$ cat src/gnmk_pkg.sv
package gnmk_pkg;

    // configuration register indexes
    localparam logic CFG_KEEP_FRACTION = 1'b0;
    localparam logic CFG_PER_ATOM      = 1'b1;

    // result verdicts
    localparam logic [1:0] VERDICT_PASS     = 2'd0;
    localparam logic [1:0] VERDICT_DROP     = 2'd1;
    localparam logic [1:0] VERDICT_RELEASE  = 2'd2;
    localparam logic [1:0] VERDICT_TABLE_FULL = 2'd3;

    // input function codes
    localparam logic FUNC_OFFER   = 1'b0;
    localparam logic FUNC_RELEASE = 1'b1;

    // classified command handed from front to back
    typedef struct packed {
        logic        func;
        logic [31:0] item_id;
        logic [15:0] group_key;
        logic        has_value;
        logic [31:0] value;
    } cmd_t;

    // one stored list entry
    typedef struct packed {
        logic [31:0] value;
        logic [31:0] id;
    } entry_t;

endpackage

$ cat src/gnmk_front.sv
module gnmk_front
    import gnmk_pkg::*;
(
    input  logic        clk,
    input  logic        rst_n,
    input  logic        per_atom,
    input  logic        in_valid,
    output logic        in_ready,
    input  cmd_t        in_cmd,
    input  logic [7:0]  atom_count,
    output logic        push_valid,
    input  logic        push_ready,
    output cmd_t        push_cmd
);

    typedef enum logic [1:0] {F_IDLE, F_DIV, F_PUSH} fstate_t;

    fstate_t     st_reg;
    cmd_t        cmd_reg;
    logic [31:0] quo_reg;
    logic [8:0]  rem_reg;
    logic [7:0]  div_reg;
    logic        neg_reg;
    logic [4:0]  step_reg;

    logic [8:0]  rem_shift;
    logic        rem_ge;
    logic [8:0]  rem_next;
    logic [31:0] quo_next;
    logic [31:0] mag;

    assign in_ready   = (st_reg == F_IDLE);
    assign push_valid = (st_reg == F_PUSH);
    assign push_cmd   = cmd_reg;

    // restoring divide, one quotient bit per cycle
    assign rem_shift = {rem_reg[7:0], quo_reg[31]};
    assign rem_ge    = (rem_shift >= {1'b0, div_reg});
    assign rem_next  = rem_ge ? (rem_shift - {1'b0, div_reg}) : rem_shift;
    assign quo_next  = {quo_reg[30:0], rem_ge};
    assign mag       = in_cmd.value[31] ? (32'd0 - in_cmd.value) : in_cmd.value;

    always_ff @(posedge clk or negedge rst_n)
    begin
        if (!rst_n)
        begin
            st_reg <= F_IDLE;
        end
        else
        begin
            unique case (st_reg)
                F_IDLE:
                begin
                    if (in_valid)
                    begin
                        cmd_reg <= in_cmd;
                        if (in_cmd.func == FUNC_OFFER && in_cmd.has_value && per_atom
                            && atom_count > 8'd1)
                        begin
                            quo_reg  <= mag;
                            rem_reg  <= '0;
                            div_reg  <= atom_count;
                            neg_reg  <= in_cmd.value[31];
                            step_reg <= '0;
                            st_reg   <= F_DIV;
                        end
                        else
                        begin
                            st_reg <= F_PUSH;
                        end
                    end
                end
                F_DIV:
                begin
                    quo_reg  <= quo_next;
                    rem_reg  <= rem_next;
                    step_reg <= step_reg + 5'd1;
                    if (step_reg == 5'd31)
                    begin
                        cmd_reg.value <= neg_reg ? (32'd0 - quo_next) : quo_next;
                        st_reg        <= F_PUSH;
                    end
                end
                F_PUSH:
                begin
                    if (push_ready)
                        st_reg <= F_IDLE;
                end
                default: st_reg <= F_IDLE;
            endcase
        end
    end

endmodule

$ cat config.mk
export PLATFORM = sky130hd
export DESIGN_NAME = gnmk_front
export DESIGN_NICKNAME = d
export VERILOG_FILES = /design/src/gnmk_pkg.sv /design/src/gnmk_front.sv
export SDC_FILE = /design/constraint.sdc
export NUM_CORES = 1
export LEC_CHECK = 0
export BUFFER_PORTS_ARGS = -buffer_cell sky130_fd_sc_hd__buf_2
export CAP_MARGIN = 0
export CORE_ASPECT_RATIO = 1.2
export CORE_MARGIN = 2
export CORE_UTILIZATION = 50
export CTS_CLUSTER_SIZE = 10
export DETAILED_ROUTE_END_ITERATION = 10
export GPL_ROUTABILITY_DRIVEN = 0
export PLACE_DENSITY = 0.76
export SYNTH_ARGS = -nofsm -noshare
export SYNTH_HDL_FRONTEND = slang
export SYNTH_SLANG_ARGS = --single-unit
$ cat constraint.sdc
create_clock -name clk -period 4.2 [get_ports clk]
set_input_delay 0.21 -clock clk [delete_from_list [all_inputs] [get_ports clk]]
set_output_delay 0.21 -clock clk [all_outputs]
set_load 0.1 [all_outputs]
==> results.md <==
- Req. time, crit path: 4310 ps
- Clk slew on worst S/H paths: 60 ps
- Antenna Nets Post-Route: 0
- Inserted Clock Buffers: 17
- Main flop type after synthesis: edfxtp_1
- Pre-CTS setup slack: 529.7 ps
- Initial drt markers: 593
- Synth warnings: 0
- First-pass GRT wire length: between 20000 and 30000 microns
- Power Total: roughly 3.8 mW
- Worst setup path endpoint: push_cmd[26]
- Number of port buffers: 178
- Slowest CP cell: nor4_1
- Setup TNS: 0 ps
- Final Cycle Share: 93.49%
- Number of remaining DRC errors: 0
- Die span in x: 110.3 microns
- Synth Instances: roughly 600
- Drt first pass iters: 5
- Num Clock Sinks: 138
- Vias in the first global route: 5675
- Max transition margin: 27.79%
- CP Launch Point: rem_reg[3]
- Simple-gate area share of the yosys netlist: 12.67%
- Layout cell share with drive strength beyond 1: 27.78%
- Critical path's largest stage delay: 530 ps
- WL/cell: 17.95 microns
- Critical path class: reg -> reg
- Vias: 5639
- Commonest non-fill, non-tap cell in the layout: buf_2
- Reg power frac: 42.6%
- Worst vdd ir: roughly 0.33 mV
- Compound-Gate Fraction of Synth Area: about an eighth
- # H-tree levels: 4
- Clk_lat worst skew: 420 ps
- Startpoint type of the worst setup path: flop
- # nets final: 930
- Final Max Tran Viols: 0
- Multiplexer area fraction after synthesis: less than 1%
- Post_cts resized: 0
- Post-synthesis sequential area ratio: 60.95%
- F_max: 0.2547 GHz
- Share of total power in combinational logic: 17.3%
- I/O pin count: 179
- Largest family of logic cells by synthesized area: simple AND/OR/NAND/NOR gates
- PD cells: roughly 420 nW/um^2
- Net switching power: 1.165 mW
- Synth Area in Adders: between 2 and 3%
- Worst-path fanout max: 9
- Crit path buffers/inverters: 1
- Endpoint class of the critical path: flop
- Rows: 46
- Most frequent cells in the layout: buf_2 (178), edfxtp_1 (136), nand2_1 (93)
- CTS tree: built
- Synth top area share: ~60%
- Clock power share: between 40% and 50%
- Internal power: around 2.7 mW
- Largest cells by area after synthesis: edfxtp_1 (60%), xor2_1 (6.6%), o21ai_0 (5.7%), nand2_1 (5.1%), ha_1 (2.2%)
- Worst R2R Start: rem_reg[3]
- Skew final: about 11 ps
- Layout Area Growth over Synthesis: 33.55%
- Switching Share: between 30 and 40%
- Post-layout min period: 3926 ps
- Hpwl dp: 11610 microns
- Number of synthesized flops with an enable pin: 136
- Setup bufs post-CTS: 0
- Arr. time, crit path: 4030 ps
- Worst-margin pin slew: 1081 ps
- Worst min path class: in -> reg
- Cell taking the most area after synthesis: edfxtp_1
- Initial antenna violation count: 0
- Global route total overflow: 0
- Setup ws final: 273.5 ps
- Synth Cell Area: 6783 sq um
- Worst Hold Launch: atom_count[6]
- Clk buf depth: 2
- RSZ-0062 raised after global routing: no
- Die H: 131.6 microns
- R2r worst-path depth: 13
- Number of vias per cell: 5.622
- Clock root cell: clkbuf_16
- Routed wire length: ~18000 microns
- Max Cap Viol: 0
- Status: complete, no violations
- Post-synthesis register bit count: 138
- Max reg flops: roughly 80
- Hold_ws: 17.43 ps
- Largest net degree at the start of global routing: 61
- ANT cells: 0
- Syn nets: 691
- Starting Density: between 50 and 60%
- Library cells used by synthesis: 49
- Post-Synth XOR/XNOR Area: 8.393%
- Worst path cell trace: ha_1 -> and2_1 -> a311o_1 -> o221ai_1 -> nand2b_1 -> clkinv_1 -> ha_1 -> nand2b_1 -> nor4_1 -> nand3_1 -> o31ai_1 -> xor2_1 -> o21ai_0
- Die area: ~15000 sq um
- CP top delay family: simple AND/OR/NAND/NOR gates
- Final hold violation count: 0
- Reg2reg end: push_cmd[26]
- Static leakage: 3.532 nW
- Setup slack, reg-to-reg: 270 ps
- Core ar.: 13240 sq um
- GRT Resource Usage Total: between 20% and 30%
- Synthesized area per cell: 11.63 sq um
- Critical path depth: 13
- Fraction of registers with async set/reset: 1.449%
- Setup violators final: 0
-- power by group through the flow --
stage,Clock (mW),Combinational (mW),Sequential [mW]
detailed placement,0,0.611,1.65
global route,1.59,0.699,1.63
global placement,0,0.600,1.65
floorplan,0,0.182,1.93
finish,1.53,0.661,1.63
CTS,1.54,0.658,1.63
-- layout make-up --
| cell class | count | area (sq um) |
|---|---|---|
| Fill cell | 976 | 4179 |
| Sequential cell | 138 | 4134 |
| Multi-Input combinational cell | 404 | 2519 |
| Timing Repair Buffer | 242 | 1516 |
| Clock buffer | 17 | 425.4 |
| Tap cell | 168 | 210.2 |
| Clock inverter | 15 | 182.7 |
| Inverter | 19 | 71.32 |
-- metal layers --
layer / track usage, % / wire, microns / vias up
li1: - / - / 2642
met1: 30.21 / 6772 / 2691
met5: 0 / 0 / -
met3: 5.258 / 1252 / 31
met4: 8.472 / 395 / 0
met2: 44.82 / 9582 / 275
-- synth_stat cells, types with 3 or more instances --
| cell type | count |
|---|---|
| edfxtp_1 | 136 |
| nand2_1 | 93 |
| o21ai_0 | 77 |
| xor2_1 | 51 |
| nor2_1 | 21 |
| clkbuf_1 | 18 |
| inv_1 | 17 |
| o31ai_1 | 17 |
| a21oi_1 | 14 |
| xnor2_1 | 14 |
| ha_1 | 12 |
| o41ai_1 | 12 |
| nor3_1 | 9 |
| a31oi_1 | 8 |
| nand3_1 | 8 |
| nor4_1 | 7 |
| or3_1 | 7 |
| or4_1 | 7 |
| and2_1 | 6 |
| nand2b_1 | 6 |
| nor2b_1 | 5 |
| or2_2 | 4 |
| a211oi_1 | 3 |
-- per-stage QoR --
stage	area, sq um	util, %	cells
after floorplan	6783	-	583
after global placement	7870	59.45	913
after detailed placement	7870	59.45	913
after CTS	9059	68.43	1003
after global routing	9059	68.43	1003
final	9059	68.43	1003
-- what timing repair did --
action                                  CTS  global route
endpoints found under the setup margin    0             0
hold endpoints to repair                 59             0
hold buffers                             58             0
-- kinds of logic after synthesis --
group	count (synthesis)
compound gates	141
xor+xnor	65
fa+ha+maj	13
buf+inv	41
flops	138
mux	4
simple gates	181
-- worst min-delay path by stage --
stage	slack, ps	end	depth (start not counted)
6_report	20	div_reg[6]	1
5_1_grt	3	div_reg[6]	1
4_1_cts	4	div_reg[6]	1
3_5_place_dp	3	st_reg[0]	1
3_3_place_gp	2	st_reg[1]	1
2_1_floorplan	-90	st_reg[0]	0
(Power assumes the default switching activity.)
