**config.mk**
```make
export PLATFORM = sky130hd
export DESIGN_NAME = gnmk_fifo
export DESIGN_NICKNAME = d
export VERILOG_FILES = /design/src/gnmk_pkg.sv /design/src/gnmk_fifo.sv
export SDC_FILE = /design/constraint.sdc
export NUM_CORES = 1
export LEC_CHECK = 0
export ABC_AREA = 1
export BUFFER_PORTS_ARGS = -buffer_cell sky130_fd_sc_hd__buf_4
export CORE_UTILIZATION = 46
export CTS_CLUSTER_DIAMETER = 120
export CTS_CLUSTER_SIZE = 12
export DETAILED_ROUTE_END_ITERATION = 10
export PLACE_DENSITY_LB_ADDON = 0.3
export SETUP_SLACK_MARGIN = 0.1
export SLEW_MARGIN = 20
export SYNTH_ARGS = -nofsm -noshare
export SYNTH_HDL_FRONTEND = slang
export SYNTH_SLANG_ARGS = --single-unit
```
**constraint.sdc**
```tcl
create_clock -name clk -period 5.2 [get_ports clk]
set_input_delay 0.26 -clock clk [delete_from_list [all_inputs] [get_ports clk]]
set_output_delay 0.26 -clock clk [all_outputs]
set_load 0.02 [all_outputs]
```
**src/gnmk_pkg.sv**
```systemverilog
package gnmk_pkg;

    // configuration register indexes
    localparam logic CFG_KEEP_FRACTION = 1'b0;
    localparam logic CFG_PER_ATOM      = 1'b1;

    // result verdicts
    localparam logic [1:0] VERDICT_PASS     = 2'd0;
    localparam logic [1:0] VERDICT_DROP     = 2'd1;
    localparam logic [1:0] VERDICT_RELEASE  = 2'd2;
    localparam logic [1:0] VERDICT_TABLE_FULL = 2'd3;

    // input function codes
    localparam logic FUNC_OFFER   = 1'b0;
    localparam logic FUNC_RELEASE = 1'b1;

    // classified command handed from front to back
    typedef struct packed {
        logic        func;
        logic [31:0] item_id;
        logic [15:0] group_key;
        logic        has_value;
        logic [31:0] value;
    } cmd_t;

    // one stored list entry
    typedef struct packed {
        logic [31:0] value;
        logic [31:0] id;
    } entry_t;

endpackage

```
**src/gnmk_fifo.sv**
```systemverilog
module gnmk_fifo
    import gnmk_pkg::*;
(
    input  logic clk,
    input  logic rst_n,
    input  logic push_valid,
    output logic push_ready,
    input  cmd_t push_data,
    output logic pop_valid,
    input  logic pop_ready,
    output cmd_t pop_data
);

    cmd_t       slot_reg [2];
    logic       wr_reg;
    logic       rd_reg;
    logic [1:0] cnt_reg;
    logic       do_push;
    logic       do_pop;

    assign push_ready = (cnt_reg != 2'd2);
    assign pop_valid  = (cnt_reg != 2'd0);
    assign pop_data   = slot_reg[rd_reg];
    assign do_push    = push_valid && push_ready;
    assign do_pop     = pop_valid && pop_ready;

    always_ff @(posedge clk)
    begin
        if (do_push)
            slot_reg[wr_reg] <= push_data;
    end

    always_ff @(posedge clk or negedge rst_n)
    begin
        if (!rst_n)
        begin
            wr_reg  <= 1'b0;
            rd_reg  <= 1'b0;
            cnt_reg <= 2'd0;
        end
        else
        begin
            if (do_push)
                wr_reg <= ~wr_reg;
            if (do_pop)
                rd_reg <= ~rd_reg;
            if (do_push && !do_pop)
                cnt_reg <= cnt_reg + 2'd1;
            else if (do_pop && !do_push)
                cnt_reg <= cnt_reg - 2'd1;
        end
    end

endmodule

```
==> run summary, run 1 <==
The count of distinct cell types in the synthesized netlist was 14; the remaining design rule violation count was 0. The floorplan die area was 14100 um2. Of the total synthesized cell area, the portion taken by XOR and XNOR cells is 0.280%. The reg-to-reg setup timing slack is 2.58 ns. TritonCTS built the clock tree.

Ranked by total cell area, the synthesized netlist is headed by edfxtp_1, nand2_1, buf_6. The simple-gate area share of the yosys netlist was 15.8%; the number of port buffers was 169. The combinational family with the most area after synthesis is simple AND/OR/NAND/NOR gates. The tools report the end-of-flow core utilization as 62.5%. For the worst setup path, the data required time is 5.25 ns. Compared with the post-synthesis result, the final layout area differs by 32.4%. The number of synthesized register bits came out at 168.

The critical path is of the flop to flop type. The post-route netlist has 32.0% of its cells at a drive strength greater than 1. In this run the vertical extent of the chip is 119 um.

The number of nets handed over by synthesis was 544. The routed length per placed instance is 14.4 um, and the worst clock skew is 0.00551 ns. The run gives 7270 um as the final HPWL from detailed placement. Derived from the worst setup path, the maximum achievable clock frequency is 382 MHz. The total power per unit cell area came out at 613 nW/um2.

VDD sags by at most 0.302 mV. STA classifies the critical path startpoint as a flop. Leaving out filler cells and counting taps, the final layout contains 826. The tools report the total CTS buffers as 17.

The root buffer cell chosen for the clock tree is clkbuf_16. For the final hold violation count, the log shows 0. Setup repair after global routing left no endpoint under its margin. The number of violations reported at the end of detailed-routing iteration 0 was 241; the total wirelength of the detailed-routed design was 11900 um.

In the layout the commonest cells are nand2_1, buf_4, edfxtp_1, clkbuf_16, inv_1. In the finished design, the share of the clock period the worst path needs comes to 50.3%. The first global-routing pass estimated 18300 um of wire. The run gives 789 as the number of instances in the placed design. Sequential cells were found to cover 80.4% of the synthesized design area. In this run the tightest slew margin relative to its limit is 31.0%. The floorplan die width was 119 um. In the final design database the tool counted 724 nets.

After floorplanning, the core was divided into 42 placement rows. Across all hold checks on the routed design, the worst slack comes to 0.0190 ns. The tools report the overall fraction of global-route tracks in use as 17.4%. The count of nets left with antenna violations once routing finished came out at 0. The data arrival time of the critical path is 2.67 ns, and the via count of the first global-routing pass is 3767. The cell area after technology mapping was 6250 um2. The post-detailed-route via-to-cell ratio was 4.71. The clock passes through at most 2 buffers.

Dividing the synthesized area by the synthesized cell count gives 13.7 um2. The routability-driven placement congestion ratio is 0.737. The portion of synthesized area spent on multiplexers is 0%.

The clock net in this run drives a total of 168 sinks. Worst min-delay path class: input port to flop. In this run, post-CTS repair resized a total of 0 instances. For the number of pins exceeding their max-slew limit in the final report, the log shows 0. The tools report the pin count of the biggest net entering global routing as 84. At the pin with the least slew margin, the transition time is 1.03 ns. The run gives 47.2% as the initial core utilization.

Setup violations remaining at the end of the flow were counted as 0. The number of primary I/O pins is 170, and the aggregate negative setup slack is 0 ns. STA classifies the critical path endpoint as a flop.

The clock reaches the later pin of the worst-skew pair after 0.42 ns. The flow ran to the end, and the final reports show no timing, DRC or antenna violations. After layout, the minimum clock period comes to 2.62 ns. In this run the worst path has a maximum fanout of 46. The flip-flop count of the largest register after layout came out at 164.

Summing over every cut layer, the via total after detailed routing is 3890. Of the total synthesized cell area, the portion taken by full adders, half adders and majority gates is 0.200%. Yosys printed 0 warnings. The number of antenna diodes in the final layout is 0. The share of Yosys cell area claimed by the top area cell type is 78.8%, and the total global routing overflow is 0.

Largest area contributor in the netlist: edfxtp_1. After clock tree synthesis, the clock-pin slew on the worst setup and hold paths is 0.06 ns. The number of maximum-capacitance violations is 0. In this run the number of H-tree levels came out at 4. The library cell used most frequently in the layout, excluding fill and tap cells, is nand2_1.

The first-pass detailed-route iteration total was 4. The run gives 0.00353 uW as the leakage component of the power. The synthesized netlist devotes 0% of its cell area to compound gates. The run gives 457 as the gate count after technology mapping.

The run gives 0 as the number of antenna violations at the first check in global routing. The placeable core area came out at 13200 um2.
-- worst max-delay path, stage by stage (launching register included) --
cell and delay, ns:
dfrtp_1 0.39, inv_1 0.08, nand2_1 0.08, nand2_1 0.17, nor2_4 0.82, buf_4 0.65
-- report_power, final --
group,switching [uW],internal (uW)
combinational,1210,647
sequential,72.5,1850
clock,487,799
-- path summary, 6_finish.rpt --
kind / startpoint / cells after the start / endpoint
max reg2reg: cnt_reg[0] / 5 / slot_reg[1][77]
max: cnt_reg[0] / 5 / slot_reg[1][77]
min: push_data[67] / 1 / slot_reg[0][67]
min in group asynchronous: rst_n / 2 / cnt_reg[1]
max in group asynchronous: rst_n / 2 / rd_reg
min reg2reg: cnt_reg[1] / 2 / cnt_reg[1]
-- routing by layer --
metal	vias to the layer above	part of all wire [%]	wire, um	global-route usage [%]
met5	-	0	0	0
met4	0	2.3	268	8.15
met3	22	9.3	1100	7.19
met2	158	47	5570	27.1
met1	1817	42	4930	21.2
li1	1893	-	-	-
-- synth_stat cells --
library cell and count:
inv_1 6, ha_1 1, buf_2 2, buf_4 2
edfxtp_1 164, nand3_1 2, xnor2_1 1, buf_6 14
dfrtp_1 4, xor2_1 1, nand4_1 1, nand2_1 256
inv_2 1, nor2_1 2
-- metrics by stage --
stage | setup slack, ns | instance area (um2) | total power (uW)
floorplan | 0.492 | 6250 | 3150
global placement | 2.58 | 7610 | 3800
detailed placement | 2.53 | 7610 | 3830
CTS | 2.50 | 8270 | 5120
global route | 2.39 | 8270 | 5320
finish | 2.58 | 8270 | 5070
-- cells by family after synthesis --
| logic type | after synthesis |
|---|---|
| XOR/XNOR | 2 |
| adder cells (fa/ha/maj) | 1 |
| buffers and inverters | 25 |
| flip-flops | 168 |
| AND/OR/NAND/NOR | 261 |
-- layout make-up --
cell class | instances | area, um2
flip-flops and latches | 168 | 5030
clock inverters | 13 | 179
clock buffers | 19 | 433
inverters | 7 | 26.3
fillers | 1010 | 4970
multi-input cells | 264 | 1030
well taps | 176 | 220
repair buffers | 179 | 1360
-- timing repair --
item                                   in CTS  in global routing
endpoints found under the hold margin      11                  0
buffers inserted                            0                  0
hold buffers                                5                  0
Note: power is estimated with default switching activity, not from simulation.
==> run 2: changes to the inputs <==
ABC_AREA = 0   (was 1)
clock period = 2.49 ns   (was 5.2 ns; I/O delays follow)
==> run summary, run 2 <==
The share of final-layout standard cells stronger than drive strength 1 came out at 52.3% (+20 points). The run gives 2 (unchanged) as the worst-case clock buffer depth. The worst min-delay path class is input port to asynchronous set/reset pin. For the number of nets in the synthesized netlist, the log shows 360 (-34%). The count of nets left with antenna violations after detail routing is 0 (unchanged), and the count of distinct cell types in the synthesized netlist is 16 (+2). The gate count after technology mapping came out at 273 (-40%). The run gives 487 MHz as the upper clock frequency limit.

The share of synthesized flip-flops with an asynchronous set or reset works out to 2.38% (unchanged). After synthesis, the most frequently instantiated cells are edfxtp_1, mux2_4, mux2_2, buf_12, dfrtp_1. The run gives 0 (unchanged) as the number of maximum-capacitance violations. The logs give 57.8% (+27 points) for the headroom to the max-slew limit and 18000 um (-1.7%) for the global-route wire length before repair. The post-detailed-route via-to-cell ratio is 4.69 (-0.43%), and the flip-flop count of the largest register after layout is 164 (unchanged). The total power per unit cell area is 1160 nW/um2 (+90%). The tools report the number of antenna repair diodes as 0 (unchanged).

The clock network latency to the later pin of the worst-skew pair is 0.41 ns (about the same). The routed length on met3 is 884 um (-20%), and the aggregate negative setup slack is 0 ns (unchanged). The run finished with clean final reports. The number of enable flip-flop cells after synthesis is 164 (unchanged).

The clock-pin slew on the worst setup and hold paths is 0.06 ns (about the same). The worst clock skew was 0.00653 ns (+0.00101 ns). The run gives 4760 um (-3.6%) as the routed length on met1. The total clock sinks was 168 (unchanged). The number of antenna violations at the first check in global routing was 0 (unchanged); the number of pins exceeding their max-slew limit in the final report was 0 (unchanged). TritonCTS built the clock tree.

The tools report the kind of launch point of the worst setup path as a flop. The number of primary I/O pins is 170 (unchanged). The tools report the number of nets in the layout as 628 (-13%).

Floorplan die area: 14500 um2 (+3.3%). The number of port buffers was 169 (unchanged); the worst-path maximum fanout was 83 (+80%). The count of fill cells added during filler insertion is 880 (-13%).

The tools report the via count of the first global-routing pass as 3635 (-3.5%). The number of violations reported at the end of detailed-routing iteration 0 is 167 (-31%). For this run, the leading register cell type out of synthesis is edfxtp_1.

The run gives 9380 um2 (+13%) as the final design instance area without fill. CTS placed an instance of clkbuf_16 at the clock tree root. The remaining design rule violation count is 0 (unchanged). The overall via count from detail_route came out at 3423 (-12%). The vertical extent of the die is 121 um (+1.7%), and the share of Yosys cell area claimed by the top area cell type is 76.2% (-2.6 points). The run gives 0 (unchanged) as the total of endpoints with negative setup slack in the final report. Type of destination of the critical path: a primary output.

The final critical-path required period came out at 2.05 ns. The ratio of final minimum period to clock period was 82.5%; the cell area after technology mapping was 6460 um2 (+3.4%). The number of H-tree branching levels was 4 (unchanged).

The initial core utilization was 48.0% (+0.84 points); the met2 wire length was 6000 um (+7.7%). The total CTS buffers was 17 (unchanged); the data arrival time of the critical path was 1.93 ns (-0.74 ns). The floorplan die width is 121 um (+1.7%). The tools report the maximum resistive drop on vdd as 0.722 mV (+140%).

The number of synthesized register bits is 168 (unchanged), and the warning count from the yosys run is 0 (unchanged). The highest metal layer carrying signal wires in the routed design is met4. edfxtp_1 takes more of the synthesized area than any other cell. The worst setup path is of the flop to primary output kind.

Sorting the synthesized cells by area gives the leading types as edfxtp_1, mux2_4, buf_12. The leakage component of the power is 0.00375 uW (+6.3%). For the pin count of the biggest net entering global routing, the log shows 84 (unchanged).

The routability-driven placement congestion ratio came out at 0.695 (-5.8%). The most repeated cell in the gate-level netlist after synthesis was edfxtp_1. Post-synthesis average cell area: 23.7 um2 (+73%). The placeable core area was 13500 um2 (+1.6%). Setup repair after global routing left no endpoint under its margin.

Leaving out fill and tap cells, the most frequent cell in the layout is buf_4. The total global routing overflow is 0 (unchanged), and the overall fraction of global-route tracks in use is 16.7% (-0.72 points). The cell area after placement came out at 7910 um2 (+3.9%). The part of the Yosys area used for sequential elements is 77.8% (-2.6 points), and the routed length per placed instance is 16.1 um (+12%). The run gives 5 (+1) as the first-pass detailed-route iteration total. The library cells used most frequently in the layout, excluding fill and tap cells, are buf_4, edfxtp_1, dlygate4sd3_1, mux2_4, clkbuf_16.

The final hold violation count is 0 (unchanged). The data required time at the worst endpoint is 2.37 ns (-2.88 ns). The number of standard-cell rows in the floorplan is 42 (unchanged), and the total wirelength of the detailed-routed design is 11800 um (-0.84%).

The layout-stage area growth over the synthesis result is 45.2%, and the slew of the pin with the lowest slew margin is 0.633 ns (-0.399 ns).
==> run 2: cell type report <==
class | count | area, um2 | area share [%]
clock buffers | 18 | 429 | 4.58
clock inverters | 14 | 205 | 2.19
inverters | 1 | 3.75 | 0.0400
multi-input cells | 95 | 1300 | 13.8
flip-flops and latches | 168 | 5030 | 53.6
well taps | 176 | 220 | 2.35
repair buffers | 258 | 2200 | 23.4
==> run 2: final timing paths <==
| kind | from | to | slack [ns] | depth (start not counted) |
|---|---|---|---|---|
| max in group asynchronous | rst_n | rd_reg | 2.33 | 2 |
| worst min-delay path | rst_n | cnt_reg[0] | 0.04 | 2 |
| worst min register to register | cnt_reg[0] | cnt_reg[0] | 0.53 | 1 |
| worst max-delay path | rd_reg | pop_data[79] | 0.44 | 3 |
| worst max register to register | cnt_reg[0] | slot_reg[0][26] | 0.90 | 4 |
| min in group clk | push_valid | wr_reg | 0.10 | 3 |
==> run 2: power by group <==
group	switching (uW)	internal, uW
registers	177	3870
logic	2060	2030
clock network	1000	1770
total	3230	7670
==> run 2: worst max-delay path: stages, from the launching register on <==
cell     delay, ns
dfrtp_4       0.41
buf_12        0.48
mux2_2        0.41
buf_4         0.16
==> run 2: repair_timing <==
| item | 4_1_cts | 5_1_grt |
|---|---|---|
| gates resized for setup | 0 | 0 |
| hold buffers | 84 | 0 |
| endpoints found under the hold margin | 169 | 0 |
| setup buffers | 0 | 0 |
==> run 2: cell families (layout without fill, tap and decap cells) <==
logic type | after synthesis | in the layout | synth area share, %
flip-flops | 168 | 168 | 77.8
adder cells (fa/ha/maj) | 1 | 1 | 0.194
multiplexers | 82 | 82 | 18.4
XOR/XNOR | 5 | 5 | 0.678
buffers and inverters | 10 | 291 | 2.48
AND/OR/NAND/NOR | 7 | 7 | 0.523
==> run 2: routing by layer <==
| metal | GRT usage, % | vias to the layer above |
|---|---|---|
| met2 | 28.4 | 132 |
| met1 | 19.2 | 1663 |
| li1 | - | 1615 |
| met3 | 5.90 | 13 |
| met5 | 0 | - |
| met4 | 6.64 | 0 |
==> run 2: metrics by stage <==
| stage | hold slack (ns) | utilization, % | setup WS [ns] | power [uW] | std cells |
|---|---|---|---|---|---|
| detailed placement | -0.0756 | 58.8 | 0.871 | 8120 | 614 |
| finish | 0.0392 | 69.7 | 0.436 | 10900 | 730 |
| CTS | 0.0276 | 69.7 | 0.418 | 11000 | 730 |
| floorplan | -0.171 | - | 0.131 | 6890 | 273 |
| global route | 0.0249 | 69.7 | 0.350 | 11300 | 730 |
| global placement | -0.0778 | 58.8 | 0.893 | 8050 | 614 |
